<file path="src/hw/rtl/cmdec_pkg.sv">
// ----------------------------------------------------------------------------
// cmdec_pkg
// shared types and constants of the compressed mode decoder
// ----------------------------------------------------------------------------
package cmdec_pkg;

    typedef enum logic [1:0] {
        KIND_DATA   = 2'd0,
        KIND_EOF    = 2'd1,
        KIND_ERROR  = 2'd2,
        KIND_FINISH = 2'd3
    } kind_t;

    localparam logic [7:0] FILLER_RESET = 8'h20;
    localparam logic [7:0] HDR_RUN     = 8'h80;
    localparam logic [7:0] HDR_FILL    = 8'hc0;
    localparam logic [7:0] LIT_MASK    = 8'h7f;
    localparam logic [7:0] COUNT_MASK  = 8'h3f;
    localparam logic [7:0] DESC_EOR    = 8'h80;
    localparam logic [7:0] DESC_EOF    = 8'h40;
    localparam logic [7:0] DESC_SE     = 8'h20;
    localparam logic [7:0] DESC_MASK   = 8'he0;

    localparam int COUNT_W = 6;

    // one request from front to back: emitted count times
    typedef struct packed {
        kind_t              kind;
        logic [7:0]         data;
        logic               record_end;
        logic               error_suspected;
        logic               last;
        logic               finish_ok;
        logic [COUNT_W-1:0] count;
    } cmd_t;

endpackage

</file>
<file path="src/hw/rtl/compressed_mode_decoder_top.sv">
// ----------------------------------------------------------------------------
// compressed_mode_decoder_top
// decoder for the compressed transfer mode byte stream
// ----------------------------------------------------------------------------
// path: the first result of an item goes through the request queue, then the
//   registered output stage; throughput: one input byte per cycle; a run of n
//   bytes gives n results; input stalls once the request queue (QUEUE_DEPTH) is full
// reset: asynchronous, clears decode state and queue, filler byte returns to 0x20
module compressed_mode_decoder_top
#(
    parameter int QUEUE_DEPTH = 4
)
(
    input  logic        clk,
    input  logic        rst_n,
    input  logic        s_tvalid,
    output logic        s_tready,
    input  logic [7:0]  s_tdata,    // [7:0] code_byte
    input  logic        s_tuser,    // [0] op
    output logic        m_tvalid,
    input  logic        m_tready,
    output logic [15:0] m_tdata,    // [7:0] data_byte, [8] record_end,
                                    // [9] error_suspected, [10] finish_ok
    output logic [1:0]  m_tuser,    // [1:0] kind
    output logic        m_tlast,    // block_last
    input  logic        cfg_we,
    input  logic [7:0]  cfg_wdata   // filler_byte
);
    import cmdec_pkg::*;

    logic push, pop, q_full, q_empty;
    cmd_t push_cmd, head_cmd;

    cmdec_front u_front
    (
        .clk      (clk),
        .rst_n    (rst_n),
        .s_tvalid (s_tvalid),
        .s_tready (s_tready),
        .s_tdata  (s_tdata),
        .s_tuser  (s_tuser),
        .cfg_we   (cfg_we),
        .cfg_wdata(cfg_wdata),
        .q_full   (q_full),
        .push     (push),
        .push_cmd (push_cmd)
    );

    cmdec_queue #(.DEPTH(QUEUE_DEPTH)) u_queue
    (
        .clk     (clk),
        .rst_n   (rst_n),
        .push    (push),
        .push_cmd(push_cmd),
        .full    (q_full),
        .pop     (pop),
        .head    (head_cmd),
        .empty   (q_empty)
    );

    cmdec_back u_back
    (
        .clk     (clk),
        .rst_n   (rst_n),
        .head    (head_cmd),
        .empty   (q_empty),
        .pop     (pop),
        .m_tvalid(m_tvalid),
        .m_tready(m_tready),
        .m_tdata (m_tdata),
        .m_tuser (m_tuser),
        .m_tlast (m_tlast)
    );

endmodule

</file>
<file path="src/hw/rtl/cmdec_front.sv">
// ----------------------------------------------------------------------------
// cmdec_front
// accepts encoded bytes and finish checks, tracks the decode phase and
// issues at most one request per accepted byte to the queue
// ----------------------------------------------------------------------------
module cmdec_front
(
    input  logic                clk,
    input  logic                rst_n,
    input  logic                s_tvalid,
    output logic                s_tready,
    input  logic [7:0]          s_tdata,
    input  logic                s_tuser,
    input  logic                cfg_we,
    input  logic [7:0]          cfg_wdata,
    input  logic                q_full,
    output logic                push,
    output cmdec_pkg::cmd_t     push_cmd
);
    import cmdec_pkg::*;

    typedef enum logic [1:0] {
        PH_HEADER,
        PH_LITERAL,
        PH_REPL,
        PH_DESC
    } phase_t;

    phase_t              phase_reg, phase_next;
    logic [6:0]          literal_left_reg, literal_left_next;
    logic [COUNT_W-1:0]  run_count_reg, run_count_next;
    logic                flags_pending_reg, flags_pending_next;
    logic                pend_re_reg, pend_re_next;
    logic                pend_se_reg, pend_se_next;
    logic                eof_seen_reg, eof_seen_next;
    logic                stream_valid_reg, stream_valid_next;
    logic [7:0]          filler_reg;

    logic                accept;
    logic                cmd_valid;
    cmd_t                cmd;
    logic [7:0]          b;

    assign s_tready = !q_full;
    assign accept   = s_tvalid && s_tready;
    assign b        = s_tdata;
    assign push     = accept && cmd_valid;
    assign push_cmd = cmd;

    always_comb
    begin
        logic raise;
        logic finish_ok;
        logic end_blk;
        raise     = 1'b0;
        end_blk   = 1'b0;
        finish_ok = 1'b0;

        phase_next         = phase_reg;
        literal_left_next  = literal_left_reg;
        run_count_next     = run_count_reg;
        flags_pending_next = flags_pending_reg;
        pend_re_next       = pend_re_reg;
        pend_se_next       = pend_se_reg;
        eof_seen_next      = eof_seen_reg;
        stream_valid_next  = stream_valid_reg;

        cmd_valid           = 1'b0;
        cmd.kind            = KIND_DATA;
        cmd.data            = 8'h00;
        cmd.record_end      = 1'b0;
        cmd.error_suspected = 1'b0;
        cmd.last            = 1'b1;
        cmd.finish_ok       = 1'b0;
        cmd.count           = COUNT_W'(1);

        priority if (s_tuser)
        begin
            finish_ok = stream_valid_reg && eof_seen_reg && (phase_reg == PH_HEADER)
                        && !flags_pending_reg;
            if (!finish_ok)
            begin
                stream_valid_next = 1'b0;
            end
            cmd_valid     = 1'b1;
            cmd.kind      = KIND_FINISH;
            cmd.finish_ok = finish_ok;
        end
        else if (!stream_valid_reg)
        begin
            // dropped after an error
            cmd_valid = 1'b0;
        end
        else if (eof_seen_reg)
        begin
            raise = 1'b1;
        end
        else
        begin
            unique case (phase_reg)
                PH_LITERAL:
                begin
                    cmd_valid           = 1'b1;
                    cmd.data            = b;
                    cmd.record_end      = pend_re_reg;
                    cmd.error_suspected = pend_se_reg;
                    cmd.last            = (literal_left_reg <= 7'd1);
                    if (literal_left_reg <= 7'd1)
                    begin
                        literal_left_next = 7'd0;
                        end_blk           = 1'b1;
                    end
                    else
                    begin
                        literal_left_next = literal_left_reg - 7'd1;
                    end
                end
                PH_REPL:
                begin
                    cmd_valid           = 1'b1;
                    cmd.data            = b;
                    cmd.record_end      = pend_re_reg;
                    cmd.error_suspected = pend_se_reg;
                    cmd.count           = run_count_reg;
                    run_count_next      = '0;
                    end_blk             = 1'b1;
                end
                PH_DESC:
                begin
                    if ((b == 8'h00) || ((b & ~DESC_MASK) != 8'h00))
                    begin
                        raise = 1'b1;
                    end
                    else
                    begin
                        phase_next = PH_HEADER;
                        if ((b & DESC_EOF) != 8'h00)
                        begin
                            eof_seen_next       = 1'b1;
                            cmd_valid           = 1'b1;
                            cmd.kind            = KIND_EOF;
                            cmd.record_end      = (b & DESC_EOR) != 8'h00;
                            cmd.error_suspected = (b & DESC_SE) != 8'h00;
                        end
                        else
                        begin
                            flags_pending_next = 1'b1;
                            pend_re_next       = (b & DESC_EOR) != 8'h00;
                            pend_se_next       = (b & DESC_SE) != 8'h00;
                        end
                    end
                end
                PH_HEADER:
                begin
                    priority if (b == 8'h00)
                    begin
                        if (flags_pending_reg)
                        begin
                            raise = 1'b1;
                        end
                        else
                        begin
                            phase_next = PH_DESC;
                        end
                    end
                    else if ((b & HDR_RUN) == 8'h00)
                    begin
                        literal_left_next = 7'(b & LIT_MASK);
                        phase_next        = PH_LITERAL;
                    end
                    else if ((b & COUNT_MASK) == 8'h00)
                    begin
                        raise = 1'b1;
                    end
                    else if ((b & HDR_FILL) == HDR_FILL)
                    begin
                        cmd_valid           = 1'b1;
                        cmd.data            = filler_reg;
                        cmd.record_end      = pend_re_reg;
                        cmd.error_suspected = pend_se_reg;
                        cmd.count           = COUNT_W'(b & COUNT_MASK);
                        end_blk             = 1'b1;
                    end
                    else
                    begin
                        run_count_next = COUNT_W'(b & COUNT_MASK);
                        phase_next     = PH_REPL;
                    end
                end
                default:
                begin
                    phase_next = PH_HEADER;
                end
            endcase
        end

        if (end_blk)
        begin
            flags_pending_next = 1'b0;
            pend_re_next       = 1'b0;
            pend_se_next       = 1'b0;
            phase_next         = PH_HEADER;
        end

        if (raise)
        begin
            stream_valid_next = 1'b0;
            phase_next        = PH_HEADER;
            literal_left_next = 7'd0;
            run_count_next    = '0;
            cmd_valid         = 1'b1;
            cmd.kind          = KIND_ERROR;
        end
    end

    always_ff @(posedge clk or negedge rst_n)
    begin
        if (!rst_n)
        begin
            phase_reg         <= PH_HEADER;
            literal_left_reg  <= 7'd0;
            run_count_reg     <= '0;
            flags_pending_reg <= 1'b0;
            pend_re_reg       <= 1'b0;
            pend_se_reg       <= 1'b0;
            eof_seen_reg      <= 1'b0;
            stream_valid_reg  <= 1'b1;
            filler_reg        <= FILLER_RESET;
        end
        else
        begin
            if (cfg_we)
            begin
                filler_reg <= cfg_wdata;
            end
            if (accept)
            begin
                phase_reg         <= phase_next;
                literal_left_reg  <= literal_left_next;
                run_count_reg     <= run_count_next;
                flags_pending_reg <= flags_pending_next;
                pend_re_reg       <= pend_re_next;
                pend_se_reg       <= pend_se_next;
                eof_seen_reg      <= eof_seen_next;
                stream_valid_reg  <= stream_valid_next;
            end
        end
    end

endmodule

</file>
<file path="src/hw/rtl/cmdec_queue.sv">
// ----------------------------------------------------------------------------
// cmdec_queue
// short request queue between the front and back parts
// ----------------------------------------------------------------------------
module cmdec_queue
#(
    parameter int DEPTH = 4
)
(
    input  logic            clk,
    input  logic            rst_n,
    input  logic            push,
    input  cmdec_pkg::cmd_t push_cmd,
    output logic            full,
    input  logic            pop,
    output cmdec_pkg::cmd_t head,
    output logic            empty
);
    import cmdec_pkg::*;

    localparam int PTR_W = (DEPTH > 1) ? $clog2(DEPTH) : 1;
    localparam int CNT_W = $clog2(DEPTH + 1);

    cmd_t             slot_reg [DEPTH];
    logic [PTR_W-1:0] wr_ptr_reg, rd_ptr_reg;
    logic [CNT_W-1:0] fill_reg;
    logic             do_push, do_pop;

    assign full    = (fill_reg == CNT_W'(DEPTH));
    assign empty   = (fill_reg == '0);
    assign do_push = push && !full;
    assign do_pop  = pop && !empty;
    assign head    = slot_reg[rd_ptr_reg];

    always_ff @(posedge clk)
    begin
        if (do_push)
        begin
            slot_reg[wr_ptr_reg] <= push_cmd;
        end
    end

    always_ff @(posedge clk or negedge rst_n)
    begin
        if (!rst_n)
        begin
            wr_ptr_reg <= '0;
            rd_ptr_reg <= '0;
            fill_reg   <= '0;
        end
        else
        begin
            if (do_push)
            begin
                wr_ptr_reg <= (wr_ptr_reg == PTR_W'(DEPTH - 1)) ? '0 : wr_ptr_reg + 1'b1;
            end
            if (do_pop)
            begin
                rd_ptr_reg <= (rd_ptr_reg == PTR_W'(DEPTH - 1)) ? '0 : rd_ptr_reg + 1'b1;
            end
            if (do_push && !do_pop)
            begin
                fill_reg <= fill_reg + 1'b1;
            end
            else if (do_pop && !do_push)
            begin
                fill_reg <= fill_reg - 1'b1;
            end
        end
    end

endmodule

</file>
<file path="src/hw/rtl/cmdec_back.sv">
// ----------------------------------------------------------------------------
// cmdec_back
// expands queued requests into result items, one per cycle while the output is
// not stalled, into a registered output stage
// ----------------------------------------------------------------------------
module cmdec_back
(
    input  logic            clk,
    input  logic            rst_n,
    input  cmdec_pkg::cmd_t head,
    input  logic            empty,
    output logic            pop,
    output logic            m_tvalid,
    input  logic            m_tready,
    output logic [15:0]     m_tdata,
    output logic [1:0]      m_tuser,
    output logic            m_tlast
);
    import cmdec_pkg::*;

    logic [COUNT_W-1:0] idx_reg;
    logic               valid_reg;
    logic [15:0]        data_reg;
    logic [1:0]         user_reg;
    logic               last_reg;
    logic               load;
    logic               final_rep;

    assign load      = !empty && (!valid_reg || m_tready);
    assign final_rep = (idx_reg == (head.count - COUNT_W'(1)));
    assign pop       = load && final_rep;

    assign m_tvalid = valid_reg;
    assign m_tdata  = data_reg;
    assign m_tuser  = user_reg;
    assign m_tlast  = last_reg;

    always_ff @(posedge clk or negedge rst_n)
    begin
        if (!rst_n)
        begin
            idx_reg   <= '0;
            valid_reg <= 1'b0;
        end
        else
        begin
            if (load)
            begin
                valid_reg <= 1'b1;
                idx_reg   <= final_rep ? '0 : idx_reg + 1'b1;
            end
            else if (m_tready)
            begin
                valid_reg <= 1'b0;
            end
        end
    end

    always_ff @(posedge clk)
    begin
        if (load)
        begin
            data_reg <= {5'd0, head.finish_ok, head.error_suspected,
                         head.record_end, head.data};
            user_reg <= head.kind;
            last_reg <= head.last && final_rep;
        end
    end

endmodule

</file>
<file path="config.mk">
export PLATFORM = sky130hd
export DESIGN_NAME = compressed_mode_decoder_top
export DESIGN_NICKNAME = d
export VERILOG_FILES = /design/src/hw/rtl/cmdec_pkg.sv /design/src/hw/rtl/compressed_mode_decoder_top.sv /design/src/hw/rtl/cmdec_front.sv /design/src/hw/rtl/cmdec_queue.sv /design/src/hw/rtl/cmdec_back.sv
export SDC_FILE = /design/constraint.sdc
export NUM_CORES = 1
export LEC_CHECK = 0
export BUFFER_PORTS_ARGS = -buffer_cell sky130_fd_sc_hd__buf_2
export CORE_MARGIN = 1.5
export CORE_UTILIZATION = 30
export CTS_CLUSTER_SIZE = 25
export DETAILED_ROUTE_END_ITERATION = 10
export PLACE_DENSITY = 0.51
export SKIP_CTS_REPAIR_TIMING = 1
export SYNTH_ARGS = -nofsm -noshare
export SYNTH_HDL_FRONTEND = slang
export SYNTH_SLANG_ARGS = --single-unit
</file>
<file path="constraint.sdc">
create_clock -name clk -period 4.2 [get_ports clk]
set_input_delay 0.21 -clock clk [delete_from_list [all_inputs] [get_ports clk]]
set_output_delay 0.21 -clock clk [all_outputs]
set_load 0.03 [all_outputs]
</file>
==> results.md, run 1 <==
- Die width: 148 um
- Synthesized instance count: 443
- Top area cells in the synthesized netlist: edfxtp_1 45%, dfrtp_1 16%, mux4_2 4.7%
- PD cells: 578 nW/um^2
- Number of flops mapped to enable cells by yosys: 94
- Post-DRT Antenna Nets: 0
- RSZ-0062 raised after global routing: false
- FILL cells: 1955
- Num CTS Buffers: 17
- Main synth FF type: edfxtp_1
- Drt initial violations: 295
- Status: finished with violations
- Final wirelength: 13200 um
- Setup Viol. Count Final: 0
- Final hold vios: 35
- Syn_area_per_cell: 14.2 sq um
- Initial antenna violation count: 0
- Largest area contributor in the netlist: edfxtp_1
- Post-synthesis sequential area ratio: 61.7%
- Largest net degree at the start of global routing: 43
- Core area: 20400 sq um
- Element type at the critical path start: flop
- Gr ovfl total: 0
- Cells after DPL: 739
- Share of post-route cells with drive strength above 1: 24.4%
- Area Overhead vs Synth: 17.0%
- Nets: 526
- Worst vdd ir: 0.295 mV
- DRC: 0
- IO Port Bufs: 37
- Ports: 43
- Via density: 4.90
- Synth warn: 0
- Worst Path Arrival: 3.97 ns
- Setup CP Type: reg -> reg
- Tmin final: 3.63 ns
- HP Class: in -> async
- Die ar.: 21800 sq um
- Yosys cell types: 73
- CTS tree: built
- Actual slew at the worst max-slew pin: 1.01 ns
- Skew-Pair Late Insertion Delay: 0.41 ns
- Slew Viols, Final: 0
- Fin Hold WS: -0.0327 ns
- Largest register FFs: 80
- Via Count: 3776
- Tcrit/Tclk final: 86.3%
- Worst-path maximum fanout: 19
- Sink Count: 136
- Rows: 52
- Leak: 2.63 nW
- CP endpoint kind: flop
- Clock-pin slew on the worst setup and hold paths: 0.06 ns
- Reg area: 3880 sq um
- Final std cells w/o fill: 771
- Final total power: 4.24 mW
- Failing checks: hold timing
- HPWL Detailed: 9050 um
- Ant diodes: 0
- Root buffer cell: clkbuf_16
- Skew final: 0.00674 ns
- Setup_tns: 0 ns
- Overall Global Routing Usage: 12.6%
- Synth Register Bits: 136
- Vias in the first global route: 3761
- Synth top area share: 44.9%
- Die height: 148 um
- Fin area: 7350 sq um
- Post-synth ARST share: 30.9%
- Avg WL per Cell: 17.1 um
- Routability Congestion: 0.872
- First-pass GRT wire length: 20800 um
- CTS max path bufs: 2
- Initial core utilization: 30.8%
- H-tree Lvls: 4
- Mapped Area: 6280 sq um
- DP Area: 6770 sq um
- Area of the multi-input gates: 2230 sq um
- Slew headroom: 32.5%
- Max Cap Viol: 0
- CP Data Required Time: 4.54 ns
- FMAX: 276 MHz
- 1st-pass router iterations: 7
==> power by group <==
part | switching (mW) | internal, mW
Clock | 0.574 | 0.879
Combinational | 0.571 | 0.419
Sequential | 0.119 | 1.68
Total | 1.26 | 2.98
==> cell usage after synthesis (2+ instances only) <==
cell type,instances
nand3_1,9
mux2_4,2
a21boi_0,2
a31oi_1,3
nor3_1,13
o21ai_0,10
a22o_1,4
mux4_2,13
nand2_1,34
buf_4,5
and2_1,5
nor4_1,2
a22oi_1,12
nor2b_1,2
mux4_1,7
xnor2_1,8
o41ai_1,2
a21oi_1,5
o21a_1,2
a211oi_1,2
o21bai_1,2
o31ai_1,10
clkbuf_1,14
nor2_1,28
xor2_1,2
or4_1,2
dfstp_2,2
a21o_1,3
o311ai_1,2
o21ai_2,4
nand2b_1,3
mux2_2,11
or3_1,2
edfxtp_1,94
o21ai_1,4
inv_1,18
dfrtp_1,40
buf_1,3
ha_1,15
or2_2,2
a32oi_1,8
==> logic make-up (layout without fill, tap and decap cells) <==
kind of cell / after synthesis / in the layout / synth area share, %
buffers and inverters: 43 / 97 / 3.01
other: 1 / 5 / 0.0597
flip-flops: 136 / 136 / 61.7
multiplexers: 33 / 33 / 10.0
AO/OA/AOI/OAI: 88 / 88 / 10.8
adder cells (fa/ha/maj): 16 / 16 / 3.31
XOR/XNOR: 10 / 10 / 1.39
AND/OR/NAND/NOR: 116 / 116 / 9.66
==> stage by stage <==
step                      utilization, %  worst slack, ns  hold slack [ns]
after floorplan                        -            0.776          -0.0856
after global placement              33.2            0.568            0.445
after detailed placement            33.2            0.519            0.447
after CTS                           36.1            0.492          0.00358
after global routing                36.1            0.338           0.0114
final                               36.1            0.574          -0.0327
==> placed cells by master (no fill, tap or decap), drive strengths merged, types with 3 or more instances in the layout <==
| master | netlist | routed |
|---|---|---|
| a21o | 3 | 3 |
| o21ai | 18 | 18 |
| o31ai | 11 | 11 |
| a22oi | 12 | 12 |
| clkinv | 1 | 5 |
| nand3 | 10 | 10 |
| a31oi | 4 | 4 |
| xnor2 | 8 | 8 |
| a22o | 4 | 4 |
| edfxtp | 94 | 94 |
| buf | 10 | 46 |
| nor4 | 3 | 3 |
| nand2b | 3 | 3 |
| clkbuf | 14 | 19 |
| mux4 | 20 | 20 |
| and2 | 6 | 6 |
| dfrtp | 40 | 40 |
| or2 | 3 | 3 |
| conb | 1 | 5 |
| clkinvlp | 0 | 3 |
| inv | 18 | 22 |
| a21oi | 6 | 6 |
| or4 | 3 | 3 |
| mux2 | 13 | 13 |
| nor3 | 13 | 13 |
| nor2 | 28 | 28 |
| ha | 15 | 15 |
| o311ai | 3 | 3 |
| a32oi | 8 | 8 |
| nand2 | 34 | 34 |
==> cell type report <==
type                    count  share of cell area [%]
repair buffers             46                    3.44
inverters                  19                   0.971
clock buffers              19                    5.89
clock inverters            13                    1.96
multi-input cells         268                    30.4
flip-flops and latches    136                    52.8
well taps                 270                    4.60
==> routing by layer <==
layer | part of all wire, % | up-vias | GRT usage, %
met2 | 49 | 74 | 20.7
met1 | 47 | 1899 | 16.4
met5 | 0 | - | 0
met3 | 3.4 | 6 | 3.70
li1 | - | 1797 | -
met4 | 0.49 | 0 | 3.40
==> worst max-delay path: stages, from the launching register on <==
cell and delay (ns):
dfrtp_1 0.49, buf_4 0.38, mux4_1 0.62, xnor2_1 0.18, and4b_1 0.22, a311o_2 0.41
nand3_4 0.13, ha_1 0.20, inv_1 0.07, fa_1 0.42, xor2_1 0.17, nor2_1 0.11
xor2_1 0.15
==> final timing paths <==
path,slack [ns],to,depth (start not counted),start
max in group asynchronous,3.59,u_front.literal_left_reg[1]$_DFFE_PN0P_,1,rst_n
max,0.57,u_queue.fill_reg[2]$_DFFE_PN0P_,12,u_queue.rd_ptr_reg[0]$_DFFE_PN0P_
max reg2reg,0.57,u_queue.fill_reg[2]$_DFFE_PN0P_,12,u_queue.rd_ptr_reg[0]$_DFFE_PN0P_
min in group clk,0.03,u_front.filler_reg[1]$_DFFE_PN0P_,2,cfg_wdata[1]
min,-0.03,u_back.idx_reg[4]$_DFFE_PN0P_,1,rst_n
min reg2reg,0.48,u_front.run_count_reg[3]$_DFFE_PN0P_,2,u_front.run_count_reg[3]$_DFFE_PN0P_
No activity file was read; power rests on OpenSTA's default activity.
==> inputs of run 2 (changes only) <==
--- a/config.mk
+++ b/config.mk
@@ -11,6 +11,7 @@
 export CTS_CLUSTER_SIZE = 25
 export DETAILED_ROUTE_END_ITERATION = 10
 export PLACE_DENSITY = 0.51
+export RECOVER_POWER = 100
 export SKIP_CTS_REPAIR_TIMING = 1
 export SYNTH_ARGS = -nofsm -noshare
 export SYNTH_HDL_FRONTEND = slang
==> run 2 against run 1 <==
The run ends with capacitance limit, slew limit left. Clock power about the same. Critical endpoint unchanged. Cell count unchanged. Die area unchanged. Clock skew up 0.0016 ns.
==> results.md, run 2 (synthesized netlist as in run 1, its figures left out) <==
- Final std cells w/o fill: 771
- Switching Share: 29.9%
- CTS tree: built
- Rows: 52
- Setup CP Type: reg -> reg
- Reg2reg setup slack: 0.46 ns
- Slew Viols, Final: 43
- Skew-Pair Late Insertion Delay: 0.42 ns
- Hold worst-path end: u_front.filler_reg[1]$_DFFE_PN0P_
- HPWL Detailed: 9050 um
- FF-to-FF path depth: 12
- Setup Viol. Count Final: 0
- Failing checks: capacitance limit, slew limit
- Worst flop-to-flop path startpoint: u_queue.rd_ptr_reg[0]$_DFFE_PN0P_
- Via density: 4.90
- Pint: 2.94 mW
- First-pass GRT wire length: 20800 um
- IO Port Bufs: 37
- Die ar.: 21800 sq um
- H-tree Lvls: 4
- Actual slew at the worst max-slew pin: 2.42 ns
- Reg area: 3880 sq um
- Nets: 526
- Final hold vios: 0
- Vias in the first global route: 3761
- Die width: 148 um
- Comb pwr share: 22.4%
- PD cells: 578 nW/um^2
- Final wirelength: 13300 um
- DP Area: 6770 sq um
- Ant diodes: 0
- Initial antenna violation count: 0
- Worst vdd ir: 0.299 mV
- Fin worst setup slack: 0.464 ns
- Max Cap Viol: 1
- Skew final: 0.00839 ns
- Die height: 148 um
- CTS max path bufs: 2
- CP Data Required Time: 4.54 ns
- DRC: 0
- Routability Congestion: 0.872
- Worst r2r dst: u_queue.fill_reg[2]$_DFFE_PN0P_
- Commonest non-fill, non-tap cell in the layout: edfxtp_1
- Setup_tns: 0 ns
- Share of post-route cells with drive strength above 1: 19.0%
- 1st-pass router iterations: 5
- Drt initial violations: 219
- Fin area: 7260 sq um
- Clk pwr share: 34.7%
- Worst-path maximum fanout: 19
- Hold Startpoint: cfg_wdata[1]
- Gr ovfl total: 0
- Element type at the critical path start: flop
- RSZ-0062 raised after global routing: false
- Num CTS Buffers: 17
- WHS Path Cells: 2
- Root buffer cell: clkbuf_16
- Status: finished with violations
- Slew headroom: -61.5%
- Initial core utilization: 30.8%
- Tcrit/Tclk final: 88.9%
- Leak: 2.56 nW
- CP endpoint kind: flop
- Largest net degree at the start of global routing: 43
- FMAX: 268 MHz
- Clock-pin slew on the worst setup and hold paths: 0.06 ns
- Core area: 20400 sq um
- Sink Count: 136
- Cells after DPL: 739
- Avg WL per Cell: 17.2 um
- Post-DRT Antenna Nets: 0
- Overall Global Routing Usage: 12.6%
- Area of the multi-input gates: 2180 sq um
- Dpl ws: 0.519 ns
- P_sw: 1.26 mW
- Ports: 43
- Most frequent cells in the layout: 94 x edfxtp_1, 40 x dfrtp_1, 34 x nand2_1
- Tmin final: 3.74 ns
- Worst Path Arrival: 4.08 ns
- HP Class: in -> reg
- Area Overhead vs Synth: 15.7%
- FILL cells: 1971
- Flop pwr share: 42.9%
- Via Count: 3781
- Largest register FFs: 80
-- run 2: critical path, stage by stage, from the launching register on --
cell and delay (ns):
dfrtp_1 0.49, buf_4 0.38, mux4_1 0.63, xnor2_1 0.18
and4b_1 0.22, a311o_2 0.39, nand3_1 0.22, ha_1 0.23
inv_1 0.07, fa_1 0.42, xor2_1 0.17, nor2_1 0.11
xor2_1 0.15
-- run 2: layer usage --
| layer | GRT usage (%) | part of all wire, % | vias to the layer above |
|---|---|---|---|
| li1 | - | - | 1799 |
| met1 | 16.4 | 47 | 1904 |
| met2 | 20.7 | 49 | 70 |
| met3 | 3.70 | 3.3 | 8 |
| met4 | 3.40 | 0.88 | 0 |
| met5 | 0 | 0 | - |
-- run 2: cell type report --
class	instances	share of cell area (%)
Timing Repair Buffer	46	3.03
Sequential cell	136	53.4
Tap cell	270	4.65
Clock buffer	19	5.96
Multi-Input combinational cell	268	30.0
Clock inverter	13	1.98
Inverter	19	0.982
-- run 2: through the flow --
step | total power, mW | hold WS, ns | util, %
CTS | 4.32 | 0.00358 | 36.1
floorplan | 2.59 | -0.0856 | -
detailed placement | 2.84 | 0.447 | 33.2
global placement | 2.83 | 0.445 | 33.2
finish | 4.20 | 0.0305 | 35.7
global route | 4.42 | 0.0114 | 35.7
-- run 2: power groups by stage --
stage	clock network, mW	registers, mW	logic [mW]
2_1_floorplan	0	1.92	0.669
3_3_place_gp	0	1.82	1.01
3_5_place_dp	0	1.83	1.02
4_1_cts	1.50	1.80	1.02
5_1_grt	1.55	1.83	1.03
6_report	1.46	1.80	0.941
-- run 2: how the worst max path moves through the flow --
stage / from / to / slack, ns / cells past startpoint
5_1_grt: u_queue.rd_ptr_reg[0]$_DFFE_PN0P_ / u_queue.fill_reg[2]$_DFFE_PN0P_ / 0.24 / 12
6_report: u_queue.rd_ptr_reg[0]$_DFFE_PN0P_ / u_queue.fill_reg[2]$_DFFE_PN0P_ / 0.46 / 12
3_3_place_gp: u_queue.rd_ptr_reg[0]$_DFFE_PN0P_ / u_queue.fill_reg[2]$_DFFE_PN0P_ / 0.57 / 12
4_1_cts: u_queue.rd_ptr_reg[0]$_DFFE_PN0P_ / u_queue.fill_reg[2]$_DFFE_PN0P_ / 0.49 / 12
2_1_floorplan: u_queue.rd_ptr_reg[1]$_DFFE_PN0P_ / u_queue.fill_reg[2]$_DFFE_PN0P_ / 0.78 / 12
3_5_place_dp: u_queue.rd_ptr_reg[0]$_DFFE_PN0P_ / u_queue.fill_reg[2]$_DFFE_PN0P_ / 0.52 / 12
==> inputs of run 3 (changes only) <==
--- a/config.mk
+++ b/config.mk
@@ -10,8 +10,9 @@
 export CORE_UTILIZATION = 30
 export CTS_CLUSTER_SIZE = 25
 export DETAILED_ROUTE_END_ITERATION = 10
+export GPL_ROUTABILITY_DRIVEN = 0
 export PLACE_DENSITY = 0.51
-export RECOVER_POWER = 100
+export RECOVER_POWER = 50
 export SKIP_CTS_REPAIR_TIMING = 1
 export SYNTH_ARGS = -nofsm -noshare
 export SYNTH_HDL_FRONTEND = slang
==> run 3 against run 2 <==
The run still ends with capacitance limit, slew limit left. Power increased by 0.68%. Register-to-register slack better by 0.095 ns. Worst setup slack better by 0.095 ns. Sequential share of layout area decreased by 0.29 points. Global-route usage is the same. Combinational power grew 3.4%. Count of clock-buffer cells in the layout is the same. Core utilization grew 0.20 points. Sequential power hardly changed. Flip-flop and latch count unchanged. First-iteration DRC count is 17% higher.
==> results.md, run 3 (synthesized netlist as in run 1, its figures left out) <==
- Overall Global Routing Usage: 12.6%
- DRC: 0
- Die height: 148 um
- Actual slew at the worst max-slew pin: 2.44 ns
- Slew headroom: -62.3%
- Gr ovfl total: 0
- Max Cap Viol: 1
- Ant diodes: 0
- Initial core utilization: 30.8%
- Final wirelength: 13300 um
- Most frequent cells in the layout: 94 x edfxtp_1, 40 x dfrtp_1, 34 x nand2_1
- Worst vdd ir: 0.299 mV
- CP endpoint kind: flop
- Drt initial violations: 256
- Post-DRT Antenna Nets: 0
- Num CTS Buffers: 17
- Worst-path maximum fanout: 19
- Hold Startpoint: cfg_wdata[1]
- Core area: 20400 sq um
- Share of post-route cells with drive strength above 1: 20.2%
- Setup_tns: 0 ns
- Reg2reg setup slack: 0.56 ns
- FILL cells: 1962
- Sink Count: 136
- HPWL Detailed: 9050 um
- IO Port Bufs: 37
- Initial antenna violation count: 0
- 1st-pass router iterations: 5
- Element type at the critical path start: flop
- Setup Viol. Count Final: 0
- Commonest non-fill, non-tap cell in the layout: edfxtp_1
- Ports: 43
- Die ar.: 21800 sq um
- Via density: 4.94
- Dpl ws: 0.519 ns
- Slew Viols, Final: 43
- FMAX: 275 MHz
- H-tree Lvls: 4
- Area Overhead vs Synth: 16.3%
- WHS Path Cells: 2
- Status: finished with violations
- Die width: 148 um
- CTS max path bufs: 2
- Tcrit/Tclk final: 86.7%
- Worst r2r dst: u_queue.fill_reg[2]$_DFFE_PN0P_
- Hold worst-path end: u_front.filler_reg[1]$_DFFE_PN0P_
- Skew final: 0.00778 ns
- Failing checks: capacitance limit, slew limit
- Skew-Pair Late Insertion Delay: 0.42 ns
- Via Count: 3807
- Nets: 526
- Clock-pin slew on the worst setup and hold paths: 0.06 ns
- Worst flop-to-flop path startpoint: u_queue.rd_ptr_reg[0]$_DFFE_PN0P_
- Fin worst setup slack: 0.560 ns
- Tmin final: 3.64 ns
- FF-to-FF path depth: 12
- Setup CP Type: reg -> reg
- Avg WL per Cell: 17.3 um
- RSZ-0062 raised after global routing: false
- CTS tree: built
- HP Class: in -> reg
- Worst Path Arrival: 3.98 ns
- Largest net degree at the start of global routing: 43
- Vias in the first global route: 3761
- Largest register FFs: 80
- PD cells: 579 nW/um^2
- First-pass GRT wire length: 20800 um
- Leak: 2.58 nW
- Root buffer cell: clkbuf_16
- Final hold vios: 0
- CP Data Required Time: 4.54 ns
- Rows: 52
## run 3: report_power, final
group / leakage [nW] / internal, mW / total (mW) / switching (mW)
clock network: 0.272 / 0.879 / 1.46 / 0.576
logic: 0.950 / 0.401 / 0.973 / 0.572
registers: 1.36 / 1.68 / 1.80 / 0.122
## run 3: stage by stage
step                      util (%)  cells  power (mW)  hold slack (ns)  cell area, sq um
after CTS                     36.1    771        4.32          0.00358              7350
after floorplan                  -    447        2.59          -0.0856              6300
after detailed placement      33.2    739        2.84            0.447              6770
after global routing          35.9    771        4.45           0.0114              7300
final                         35.9    771        4.23           0.0300              7300
after global placement        33.2    739        2.83            0.445              6770
## run 3: worst max-delay path by stage
stage / end / startpoint / depth (start not counted)
2_1_floorplan: u_queue.fill_reg[2]$_DFFE_PN0P_ / u_queue.rd_ptr_reg[1]$_DFFE_PN0P_ / 12
3_5_place_dp: u_queue.fill_reg[2]$_DFFE_PN0P_ / u_queue.rd_ptr_reg[0]$_DFFE_PN0P_ / 12
3_3_place_gp: u_queue.fill_reg[2]$_DFFE_PN0P_ / u_queue.rd_ptr_reg[0]$_DFFE_PN0P_ / 12
4_1_cts: u_queue.fill_reg[2]$_DFFE_PN0P_ / u_queue.rd_ptr_reg[0]$_DFFE_PN0P_ / 12
5_1_grt: u_queue.fill_reg[2]$_DFFE_PN0P_ / u_queue.rd_ptr_reg[0]$_DFFE_PN0P_ / 12
6_report: u_queue.fill_reg[2]$_DFFE_PN0P_ / u_queue.rd_ptr_reg[0]$_DFFE_PN0P_ / 12
## run 3: layout make-up
cell class / instances / area (sq um) / area share, %
clock inverters: 13 / 144 / 1.97
clock buffers: 19 / 433 / 5.93
multi-input cells: 268 / 2210 / 30.3
repair buffers: 46 / 230 / 3.15
inverters: 19 / 71.3 / 0.976
flip-flops and latches: 136 / 3880 / 53.1
well taps: 270 / 338 / 4.62
## run 3: routing by layer
metal	GRT usage [%]	wire length, um	up-vias
li1	-	-	1799
met1	16.4	6230	1926
met2	20.7	6520	72
met3	3.70	423	10
met4	3.40	125	0
met5	0	0	-
## run 3: worst max-delay path: stages, from the launching register on
cell and delay, ns:
dfrtp_1 0.49, buf_4 0.38, mux4_1 0.63, xnor2_1 0.18, and4b_1 0.22, a311o_2 0.41
nand3_4 0.13, ha_1 0.20, inv_1 0.07, fa_1 0.42, xor2_1 0.17, nor2_1 0.11
xor2_1 0.15
